===== src/ssfs_pkg.sv =====
// Shared types and constants of the sprite sheet frame sequencer.
package ssfs_pkg;

    localparam int CD_W       = 26;
    localparam int ELAPSED_W  = 16;
    localparam int CELL_W     = 20;
    localparam int COLS_W     = 8;
    localparam int FRAME_W    = 10;
    localparam int PERIOD_W   = 24;
    localparam int PAD_W      = 8;
    localparam int POS_W      = 16;
    localparam int SIZE_W     = 12;
    localparam int FRAC_W     = 8;
    localparam int CFG_IDX_W  = 3;
    localparam int CFG_DATA_W = 32;
    localparam int S_TDATA_W  = 16;
    localparam int M_TDATA_W  = 72;

    localparam logic OP_ADVANCE = 1'b0;
    localparam logic OP_RESTART = 1'b1;

    typedef enum logic [CFG_IDX_W-1:0] {
        REG_CELL_WIDTH  = 3'd0,
        REG_CELL_HEIGHT = 3'd1,
        REG_NUM_COLUMNS = 3'd2,
        REG_FIRST_FRAME = 3'd3,
        REG_LAST_FRAME  = 3'd4,
        REG_LOOP_ENABLE = 3'd5,
        REG_FRAME_PER   = 3'd6,
        REG_PADDING     = 3'd7
    } cfg_reg_e;

    typedef struct packed {
        logic [CELL_W-1:0]     cell_width_q8;
        logic [CELL_W-1:0]     cell_height_q8;
        logic [COLS_W-1:0]     num_columns;
        logic [FRAME_W-1:0]    first_frame;
        logic [FRAME_W-1:0]    last_frame;
        logic                  loop_enable;
        logic [PERIOD_W-1:0]   frame_period;
        logic [4*PAD_W-1:0]    padding_packed;
    } cfg_t;

    typedef struct packed {
        logic step;
        logic div_start;
        logic div_step;
        logic mul;
        logic load_out;
    } cmd_t;

    typedef struct packed {
        logic div_last;
        logic out_free;
    } sts_t;

    typedef enum logic [2:0] {
        ST_IDLE,
        ST_PREP,
        ST_DIV,
        ST_MUL,
        ST_OUT
    } state_e;

endpackage


===== src/sprite_sheet_frame_sequencer.sv =====
// Top level of the sprite sheet frame sequencer: config registers, controller, datapath.
//
//   Port group        Dir   Beat contents
//   s_t*              in    tuser: op; tdata: elapsed
//   m_t*              out   tdata: src_x, src_y, src_w, src_h, frame_now
//   cfg_*             in    cfg_index selects register, cfg_data holds value
//
// An input beat passes through accept, divider load, FRAME_BITS
// restoring divide steps for column and row, multiply, output load.
// Reset (aresetn low, synchronous) sets frame 1, countdown 0, registers to defaults.
// A stalled result sits in the output register; the next beat is accepted
// meanwhile and its result waits in the last step until the register frees.
module sprite_sheet_frame_sequencer #(
    parameter int FRAME_BITS = 10
) (
    input  logic                                aclk,
    input  logic                                aresetn,
    input  logic                                s_tvalid,
    output logic                                s_tready,
    input  logic [ssfs_pkg::S_TDATA_W-1:0]      s_tdata,   // [15:0] elapsed
    input  logic                                s_tuser,   // [0] op
    output logic                                m_tvalid,
    input  logic                                m_tready,
    // [15:0] src_x, [31:16] src_y, [43:32] src_w, [55:44] src_h,
    // [65:56] frame_now, [71:66] zero
    output logic [ssfs_pkg::M_TDATA_W-1:0]      m_tdata,
    input  logic                                cfg_valid,
    output logic                                cfg_ready,
    input  logic [ssfs_pkg::CFG_IDX_W-1:0]      cfg_index,
    input  logic [ssfs_pkg::CFG_DATA_W-1:0]     cfg_data
);

    ssfs_pkg::cfg_t cfg_reg, cfg_next;
    ssfs_pkg::cmd_t cmd;
    ssfs_pkg::sts_t sts;

    assign cfg_ready = 1'b1;

    always_comb begin
        cfg_next = cfg_reg;
        if (cfg_valid) begin
            case (ssfs_pkg::cfg_reg_e'(cfg_index))
                ssfs_pkg::REG_CELL_WIDTH:  cfg_next.cell_width_q8  = cfg_data[19:0];
                ssfs_pkg::REG_CELL_HEIGHT: cfg_next.cell_height_q8 = cfg_data[19:0];
                ssfs_pkg::REG_NUM_COLUMNS: cfg_next.num_columns    = cfg_data[7:0];
                ssfs_pkg::REG_FIRST_FRAME: cfg_next.first_frame    = cfg_data[9:0];
                ssfs_pkg::REG_LAST_FRAME:  cfg_next.last_frame     = cfg_data[9:0];
                ssfs_pkg::REG_LOOP_ENABLE: cfg_next.loop_enable    = cfg_data[0];
                ssfs_pkg::REG_FRAME_PER:   cfg_next.frame_period   = cfg_data[23:0];
                ssfs_pkg::REG_PADDING:     cfg_next.padding_packed = cfg_data;
                default: cfg_next = cfg_reg;
            endcase
        end
    end

    always_ff @(posedge aclk) begin
        if (!aresetn) begin
            cfg_reg.cell_width_q8  <= ssfs_pkg::CELL_W'(256);
            cfg_reg.cell_height_q8 <= ssfs_pkg::CELL_W'(256);
            cfg_reg.num_columns    <= ssfs_pkg::COLS_W'(1);
            cfg_reg.first_frame    <= ssfs_pkg::FRAME_W'(1);
            cfg_reg.last_frame     <= ssfs_pkg::FRAME_W'(1);
            cfg_reg.loop_enable    <= 1'b1;
            cfg_reg.frame_period   <= ssfs_pkg::PERIOD_W'(1);
            cfg_reg.padding_packed <= '0;
        end else begin
            cfg_reg <= cfg_next;
        end
    end

    ssfs_ctrl u_ctrl (
        .aclk     (aclk),
        .aresetn  (aresetn),
        .s_tvalid (s_tvalid),
        .s_tready (s_tready),
        .sts      (sts),
        .cmd      (cmd)
    );

    ssfs_dpath #(
        .FRAME_BITS (FRAME_BITS)
    ) u_dpath (
        .aclk      (aclk),
        .aresetn   (aresetn),
        .cmd       (cmd),
        .sts       (sts),
        .cfg       (cfg_reg),
        .s_op      (s_tuser),
        .s_elapsed (s_tdata),
        .m_tvalid  (m_tvalid),
        .m_tready  (m_tready),
        .m_tdata   (m_tdata)
    );

    // One beat in flight: no accept right after an accept
    a_one_in_flight: assert property (@(posedge aclk) disable iff (!aresetn)
        s_tvalid && s_tready |=> !s_tready)
        else $error("input accepted while previous beat still in work");

    // Never overwrite a result that has not been taken
    a_no_overwrite: assert property (@(posedge aclk) disable iff (!aresetn)
        cmd.load_out |-> (!m_tvalid || m_tready))
        else $error("output register overwritten");

    // A result appears only from an output load
    a_valid_from_load: assert property (@(posedge aclk) disable iff (!aresetn)
        $rose(m_tvalid) |-> $past(cmd.load_out))
        else $error("result valid without output load");

endmodule


===== src/ssfs_ctrl.sv =====
// Sequencing state machine of the sprite sheet frame sequencer.
module ssfs_ctrl (
    input  logic           aclk,
    input  logic           aresetn,
    input  logic           s_tvalid,
    output logic           s_tready,
    input  ssfs_pkg::sts_t sts,
    output ssfs_pkg::cmd_t cmd
);

    ssfs_pkg::state_e state_reg, state_next;

    always_ff @(posedge aclk) begin
        if (!aresetn) begin
            state_reg <= ssfs_pkg::ST_IDLE;
        end else begin
            state_reg <= state_next;
        end
    end

    always_comb begin
        state_next = state_reg;
        case (state_reg)
            ssfs_pkg::ST_IDLE: begin
                if (s_tvalid) state_next = ssfs_pkg::ST_PREP;
            end
            ssfs_pkg::ST_PREP: state_next = ssfs_pkg::ST_DIV;
            ssfs_pkg::ST_DIV: begin
                if (sts.div_last) state_next = ssfs_pkg::ST_MUL;
            end
            ssfs_pkg::ST_MUL: state_next = ssfs_pkg::ST_OUT;
            ssfs_pkg::ST_OUT: begin
                if (sts.out_free) state_next = ssfs_pkg::ST_IDLE;
            end
            default: state_next = ssfs_pkg::ST_IDLE;
        endcase
    end

    always_comb begin
        s_tready      = 1'b0;
        cmd           = '0;
        case (state_reg)
            ssfs_pkg::ST_IDLE: begin
                s_tready = 1'b1;
                cmd.step = s_tvalid;
            end
            ssfs_pkg::ST_PREP: cmd.div_start = 1'b1;
            ssfs_pkg::ST_DIV:  cmd.div_step  = 1'b1;
            ssfs_pkg::ST_MUL:  cmd.mul       = 1'b1;
            ssfs_pkg::ST_OUT:  cmd.load_out  = sts.out_free;
            default: begin
                s_tready = 1'b0;
                cmd      = '0;
            end
        endcase
    end

endmodule


===== src/ssfs_dpath.sv =====
// Datapath: countdown, frame index, column divider, rectangle math, output register.
module ssfs_dpath #(
    parameter int FRAME_BITS = 10
) (
    input  logic                               aclk,
    input  logic                               aresetn,
    input  ssfs_pkg::cmd_t                     cmd,
    output ssfs_pkg::sts_t                     sts,
    input  ssfs_pkg::cfg_t                     cfg,
    input  logic                               s_op,
    input  logic [ssfs_pkg::ELAPSED_W-1:0]     s_elapsed,
    output logic                               m_tvalid,
    input  logic                               m_tready,
    output logic [ssfs_pkg::M_TDATA_W-1:0]     m_tdata
);

    localparam int CNT_W = $clog2(FRAME_BITS);
    localparam int CMP_W = (FRAME_BITS + 1 > ssfs_pkg::FRAME_W) ?
                           FRAME_BITS + 1 : ssfs_pkg::FRAME_W;
    localparam int PX_W  = ssfs_pkg::CELL_W + ssfs_pkg::COLS_W;
    localparam int PY_W  = ssfs_pkg::CELL_W + FRAME_BITS;
    localparam int XP_W  = PX_W + 1 - ssfs_pkg::FRAC_W;
    localparam int YP_W  = PY_W + 1 - ssfs_pkg::FRAC_W;
    localparam int SUB_W = ssfs_pkg::PAD_W + 1 + ssfs_pkg::FRAC_W;

    logic [ssfs_pkg::CD_W-1:0]   countdown_reg, countdown_next;
    logic [FRAME_BITS-1:0]       frame_reg, frame_next;
    logic [FRAME_BITS-1:0]       quot_reg, quot_next;
    logic [ssfs_pkg::COLS_W-1:0] rem_reg, rem_next;
    logic [CNT_W-1:0]            cnt_reg, cnt_next;
    logic [PX_W-1:0]             prod_x_reg, prod_x_next;
    logic [PY_W-1:0]             prod_y_reg, prod_y_next;
    logic [ssfs_pkg::M_TDATA_W-1:0] tdata_reg, tdata_next;
    logic                        tvalid_reg, tvalid_next;

    logic [ssfs_pkg::CD_W-1:0]   cd_dec;
    logic [FRAME_BITS:0]         frame_inc;
    logic [FRAME_BITS-1:0]       frame_adv;
    logic [FRAME_BITS-1:0]       frame_idx;
    logic [ssfs_pkg::COLS_W-1:0] cols;
    logic [ssfs_pkg::COLS_W:0]   trial, diff;
    logic                        ge;
    logic [ssfs_pkg::PAD_W-1:0]  pad_l, pad_r, pad_t, pad_b;
    logic [PX_W:0]               sum_x;
    logic [PY_W:0]               sum_y;
    logic [XP_W-1:0]             pix_x;
    logic [YP_W-1:0]             pix_y;
    logic [ssfs_pkg::POS_W-1:0]  src_x, src_y;
    logic [SUB_W-1:0]            sub_w, sub_h;
    logic [ssfs_pkg::CELL_W-1:0] rem_w, rem_h;
    logic [ssfs_pkg::SIZE_W-1:0] src_w, src_h;
    logic [ssfs_pkg::FRAME_W-1:0] frame_now;

    assign pad_l = cfg.padding_packed[7:0];
    assign pad_r = cfg.padding_packed[15:8];
    assign pad_t = cfg.padding_packed[23:16];
    assign pad_b = cfg.padding_packed[31:24];

    // Time step: reload on zero or below, drop the leftover
    assign cd_dec    = countdown_reg - ssfs_pkg::CD_W'(s_elapsed);
    assign frame_inc = {1'b0, frame_reg} + (FRAME_BITS + 1)'(1);
    always_comb begin
        if (CMP_W'(frame_inc) > CMP_W'(cfg.last_frame)) begin
            frame_adv = cfg.loop_enable ? FRAME_BITS'(cfg.first_frame)
                                        : FRAME_BITS'(cfg.last_frame);
        end else begin
            frame_adv = frame_inc[FRAME_BITS-1:0];
        end
    end

    // Frame zero maps to the first cell
    assign frame_idx = (frame_reg == '0) ? '0 : frame_reg - FRAME_BITS'(1);
    assign cols      = (cfg.num_columns == '0) ? ssfs_pkg::COLS_W'(1) : cfg.num_columns;

    // One quotient bit per cycle, restoring
    assign trial = {rem_reg, quot_reg[FRAME_BITS-1]};
    assign ge    = trial >= {1'b0, cols};
    assign diff  = trial - {1'b0, cols};

    assign sum_x = (PX_W + 1)'(prod_x_reg) + (PX_W + 1)'({pad_l, 8'h00});
    assign sum_y = (PY_W + 1)'(prod_y_reg) + (PY_W + 1)'({pad_t, 8'h00});
    assign pix_x = sum_x[PX_W:ssfs_pkg::FRAC_W];
    assign pix_y = sum_y[PY_W:ssfs_pkg::FRAC_W];
    assign src_x = (|pix_x[XP_W-1:ssfs_pkg::POS_W]) ? '1 : pix_x[ssfs_pkg::POS_W-1:0];
    assign src_y = (|pix_y[YP_W-1:ssfs_pkg::POS_W]) ? '1 : pix_y[ssfs_pkg::POS_W-1:0];

    assign sub_w = {(9'(pad_l) + 9'(pad_r)), 8'h00};
    assign sub_h = {(9'(pad_t) + 9'(pad_b)), 8'h00};
    assign rem_w = cfg.cell_width_q8 - ssfs_pkg::CELL_W'(sub_w);
    assign rem_h = cfg.cell_height_q8 - ssfs_pkg::CELL_W'(sub_h);
    assign src_w = (ssfs_pkg::CELL_W'(sub_w) >= cfg.cell_width_q8) ? '0
                   : rem_w[ssfs_pkg::CELL_W-1:ssfs_pkg::FRAC_W];
    assign src_h = (ssfs_pkg::CELL_W'(sub_h) >= cfg.cell_height_q8) ? '0
                   : rem_h[ssfs_pkg::CELL_W-1:ssfs_pkg::FRAC_W];
    assign frame_now = ssfs_pkg::FRAME_W'(frame_reg);

    always_comb begin
        countdown_next = countdown_reg;
        frame_next     = frame_reg;
        quot_next      = quot_reg;
        rem_next       = rem_reg;
        cnt_next       = cnt_reg;
        prod_x_next    = prod_x_reg;
        prod_y_next    = prod_y_reg;
        tdata_next     = tdata_reg;
        tvalid_next    = tvalid_reg && !m_tready;

        if (cmd.step) begin
            if (s_op == ssfs_pkg::OP_RESTART) begin
                frame_next     = FRAME_BITS'(cfg.first_frame);
                countdown_next = ssfs_pkg::CD_W'(cfg.frame_period);
            end else if (cd_dec[ssfs_pkg::CD_W-1] || cd_dec == '0) begin
                frame_next     = frame_adv;
                countdown_next = ssfs_pkg::CD_W'(cfg.frame_period);
            end else begin
                countdown_next = cd_dec;
            end
        end
        if (cmd.div_start) begin
            quot_next = frame_idx;
            rem_next  = '0;
            cnt_next  = '0;
        end
        if (cmd.div_step) begin
            quot_next = {quot_reg[FRAME_BITS-2:0], ge};
            rem_next  = ge ? diff[ssfs_pkg::COLS_W-1:0] : trial[ssfs_pkg::COLS_W-1:0];
            cnt_next  = cnt_reg + CNT_W'(1);
        end
        if (cmd.mul) begin
            prod_x_next = PX_W'(rem_reg) * PX_W'(cfg.cell_width_q8);
            prod_y_next = PY_W'(quot_reg) * PY_W'(cfg.cell_height_q8);
        end
        if (cmd.load_out) begin
            tdata_next  = {6'b0, frame_now, src_h, src_w, src_y, src_x};
            tvalid_next = 1'b1;
        end
    end

    always_ff @(posedge aclk) begin
        if (!aresetn) begin
            countdown_reg <= '0;
            frame_reg     <= FRAME_BITS'(1);
            cnt_reg       <= '0;
            tvalid_reg    <= 1'b0;
        end else begin
            countdown_reg <= countdown_next;
            frame_reg     <= frame_next;
            cnt_reg       <= cnt_next;
            tvalid_reg    <= tvalid_next;
        end
    end

    always_ff @(posedge aclk) begin
        quot_reg   <= quot_next;
        rem_reg    <= rem_next;
        prod_x_reg <= prod_x_next;
        prod_y_reg <= prod_y_next;
        tdata_reg  <= tdata_next;
    end

    assign sts.div_last = cnt_reg == CNT_W'(FRAME_BITS - 1);
    assign sts.out_free = !tvalid_reg || m_tready;
    assign m_tvalid     = tvalid_reg;
    assign m_tdata      = tdata_reg;

endmodule

===== config.mk =====
export PLATFORM = sky130hd
export DESIGN_NAME = sprite_sheet_frame_sequencer
export DESIGN_NICKNAME = d
export VERILOG_FILES = /design/src/ssfs_pkg.sv /design/src/sprite_sheet_frame_sequencer.sv /design/src/ssfs_ctrl.sv /design/src/ssfs_dpath.sv
export SDC_FILE = /design/constraint.sdc
export NUM_CORES = 1
export LEC_CHECK = 0
export BUFFER_PORTS_ARGS = -buffer_cell sky130_fd_sc_hd__buf_2
export CAP_MARGIN = 5
export CORE_MARGIN = 1
export CORE_UTILIZATION = 45
export DETAILED_ROUTE_END_ITERATION = 8
export PLACE_DENSITY = 0.6
export SETUP_SLACK_MARGIN = 0.5
export SLEW_MARGIN = 20
export SYNTH_ARGS = -nofsm -noshare
export SYNTH_HDL_FRONTEND = slang
export SYNTH_SLANG_ARGS = --single-unit

===== constraint.sdc =====
create_clock -name aclk -period 9.9 [get_ports aclk]
set_input_delay 0.495 -clock aclk [delete_from_list [all_inputs] [get_ports aclk]]
set_output_delay 0.495 -clock aclk [all_outputs]
set_load 0.05 [all_outputs]

==> flow_metrics.py <==
metrics = {
    "place": {
        "gp_congestion": 0.936,
        "dp.cells": 3692,
        "dpl.hpwl_um": 52300,
        "numPortBuffers": 124,
    },
    "setup_path": {
        "end_kind": "flop",
        "r2r_setup_slack_ns": 3.31,
        "cp_data_required_time_ns": 10.21,
        "r2r_cells": 20,
        "critPathLaunchType": "flop",
        "cp-startpoint": "u_dpath.quot_reg[4]",
        "r2r-end": "u_dpath.prod_y_reg[29]",
        "timing.rr.start": "u_dpath.quot_reg[4]",
        "crit_fanout": 21,
        "path_class": "flop to flop",
        "arrival_ns": 6.89,
        "endpoint": "u_dpath.prod_y_reg[29]",
    },
    "synthesis": {
        "yosys.area_share.simple_pct": 19.4,
        "synthArstFlopShare_pct": 0,
        "yosysSeqAreaShare_pct": 27.6,
        "synth_top_family_by_area": "adder cells",
        "synth_ff_type": "dfxtp_1",
        "synth-compound-area-share_pct": 11.5,
        "synth_top_cell_area_share_pct": 19.7,
        "syn-instance-count": 2952,
        "synth.area.mux_share_pct": 1.01,
        "synth_cell_types": 88,
        "yosys_warnings": 0,
        "synth-edff-count": 126,
        "synthXorXnorAreaFrac_pct": 3.64,
        "synth_common_cells": "nand2_1, inv_1, fa_1, a21oi_1, ha_1",
        "synth_area_leaders": "fa_1, edfxtp_1, dfxtp_1",
        "synth_most_common_cell": "nand2_1",
        "synth_area_um2": 26000,
        "synth_area_leader_cell": "fa_1",
        "syn_avg_cell_area_um2": 8.80,
        "synth-seq-cells": 295,
        "synth-adder-area-share_pct": 29.2,
    },
    "status": {
        "run_status": "complete, no violations",
    },
    "clock_network": {
        "clkTransAtPathRegs_ns": 0.06,
        "cts_hold_buf": 0,
        "cts_buffers": 37,
        "h-tree-depth": 2,
        "cts_buffer_depth": 3,
        "cts_resized": 0,
        "insertion_delay_ns": 0.57,
        "cts_tree": "built",
        "cts_sinks": 295,
        "clockRootBuffer": "clkbuf_16",
        "cts_setup_buffers": 0,
    },
    "sta": {
        "rsz0062_at_grt": "false",
        "holdWs_ns": 0.164,
        "setup_viol": 0,
        "fmax_ghz": 0.152,
        "fin_setup_tns_ns": 0,
        "fin_crit_sh_pct": 66.5,
        "tightest_slew_ns": 1.02,
        "hold_viol": 0,
        "slew_headroom_pct": 31.7,
        "finClkSkew_ns": 0.0316,
        "slew_violations": 0,
        "period_needed_ns": 6.59,
    },
    "route": {
        "drt_iter0_drc": 1332,
        "vias": 20500,
        "drc_errors": 0,
        "ant_nets": 0,
        "drt_wl_total_um": 69300,
        "wire_per_inst_um": 18.4,
        "drt-vias-per-instance": 5.45,
        "drtPass1Iterations": 5,
    },
    "global_routing": {
        "grt_pass1_wl_um": 113000,
        "grt-ovfl-total": 0,
        "antenna_found_initial": 3,
        "grt_max_degree": 92,
        "grt_pass1_vias": 20600,
        "grt_usage_pct": 24.2,
    },
    "floorplan": {
        "core_area_um2": 56700,
        "die_area_um2": 58700,
        "fp.dieH_um": 242,
        "die_x_um": 242,
        "fp-row-count": 87,
        "ioPinCount": 132,
        "initial_utilization_pct": 45.8,
    },
    "pwr": {
        "ir_worst_vdd_mv": 0.114,
        "powerDensity_nw_per_um2": 133,
        "power.leakage_nw": 12.8,
    },
    "cells_and_area": {
        "area_growth_pct": 9.16,
        "drive_above_1_share_pct": 8.13,
        "nets": 3484,
        "fin_cells": 3762,
        "nFillCells": 5343,
        "fin_util_pct": 50.0,
        "largest_reg_flops": 125,
    },
    "job": {
        "maxCapViolCount": 0,
    },
    "hold_path": {
        "hold_path.class": "input pin to flop",
    },
}
## cells in the final DEF, fill, tap and decap left out, types with 6 or more instances in the layout
cell       netlist  layout
a211oi_1        15      15
a211oi_2         6       6
a21boi_0        16      16
a21o_1          23      23
a21oi_1        210     208
a221oi_1         7       7
a31oi_1         13      13
and2_1         170     170
and3_1          22      22
buf_2            4     124
buf_4            9      14
clkbuf_16        0      37
conb_1           2       7
dfxtp_1        169     169
edfxtp_1       126     126
fa_1           256     256
ha_1           196     196
inv_1          355     355
mux2i_1         24      24
nand2_1        558     558
nand2b_1        17      17
nand3_1         39      38
nand4_1         17      17
nor2_1         119     116
nor2b_1         34      33
nor3_1          42      39
nor3b_1          6       6
nor4_1           9       9
o21a_1          16      16
o21ai_0         83      83
o21bai_1        12      12
or2_2           10      10
or4_1           10      10
xnor2_1         79      79
xor2_1          29      29
## through the flow
step	setup slack (ns)	area [um^2]	power [mW]
3_3_place_gp	3.49	27100	2.32
4_1_cts	3.33	28300	3.78
3_5_place_dp	3.36	27100	2.34
5_1_grt	3.04	28400	3.95
2_1_floorplan	4.03	26000	2.10
6_report	3.31	28400	3.76
## critical path: stages (launching register included)
cell and delay, ns:
edfxtp_1 0.80, nand2_1 0.18, fa_1 0.54, fa_1 0.57, inv_1 0.07, fa_1 0.51
fa_1 0.55, inv_1 0.06, fa_1 0.54, inv_1 0.04, ha_1 0.33, a21o_1 0.20
a21oi_1 0.18, inv_1 0.06, o211ai_1 0.30, a21oi_1 0.16, o21ai_0 0.31, a31oi_1 0.24
a221o_1 0.40, a21oi_1 0.18, xnor2_1 0.09
## report_power, final
group	leakage (nW)	internal [mW]	switching, mW
clock network	0.623	0.860	0.579
registers	2.55	1.34	0.123
logic	9.63	0.339	0.524
total	12.8	2.53	1.23
## worst min path at each step
stage | depth (start not counted) | start | end | slack (ns)
after global placement | 1 | u_dpath.cnt_reg[3] | u_dpath.cnt_reg[3] | 0.44
after global routing | 3 | cfg_data[27] | cfg_reg[27] | 0.17
after CTS | 3 | cfg_data[30] | cfg_reg[30] | 0.14
after floorplan | 0 | u_dpath.frame_now[2] | u_dpath.m_tdata[58] | 0.41
final | 3 | cfg_data[30] | cfg_reg[30] | 0.16
after detailed placement | 2 | cfg_reg[35] | cfg_reg[35] | 0.45
## layout make-up
cell class                      instances  area [um^2]  share of cell area, %
Inverter                              356         1340                   4.72
Clock inverter                         21          275                  0.970
Sequential cell                       295         7170                   25.3
Clock buffer                           45         1010                   3.55
Antenna cell                            4         10.0                 0.0353
Tap cell                              756          946                   3.33
Multi-Input combinational cell       2147        16900                   59.6
Timing Repair Buffer                  138          726                   2.56
## kinds of logic after synthesis
kind of cell / count (synthesis)
buffers and inverters: 515
and+or+nand+nor: 1080
adders and majority gates: 452
xor gates and xnor gates: 108
muxes: 26
other: 2
DFF: 295
AOI/OAI and AO/OA: 474
## metal layers
metal / global-route usage [%] / vias up / share of wire, %
met5: 0 / - / 0
met4: 10.3 / 0 / 4.0
met3: 3.40 / 127 / 5.8
met2: 39.8 / 596 / 47
met1: 31.8 / 10100 / 43
li1: - / 9688 / -
Note: power is estimated with default switching activity, not from simulation.
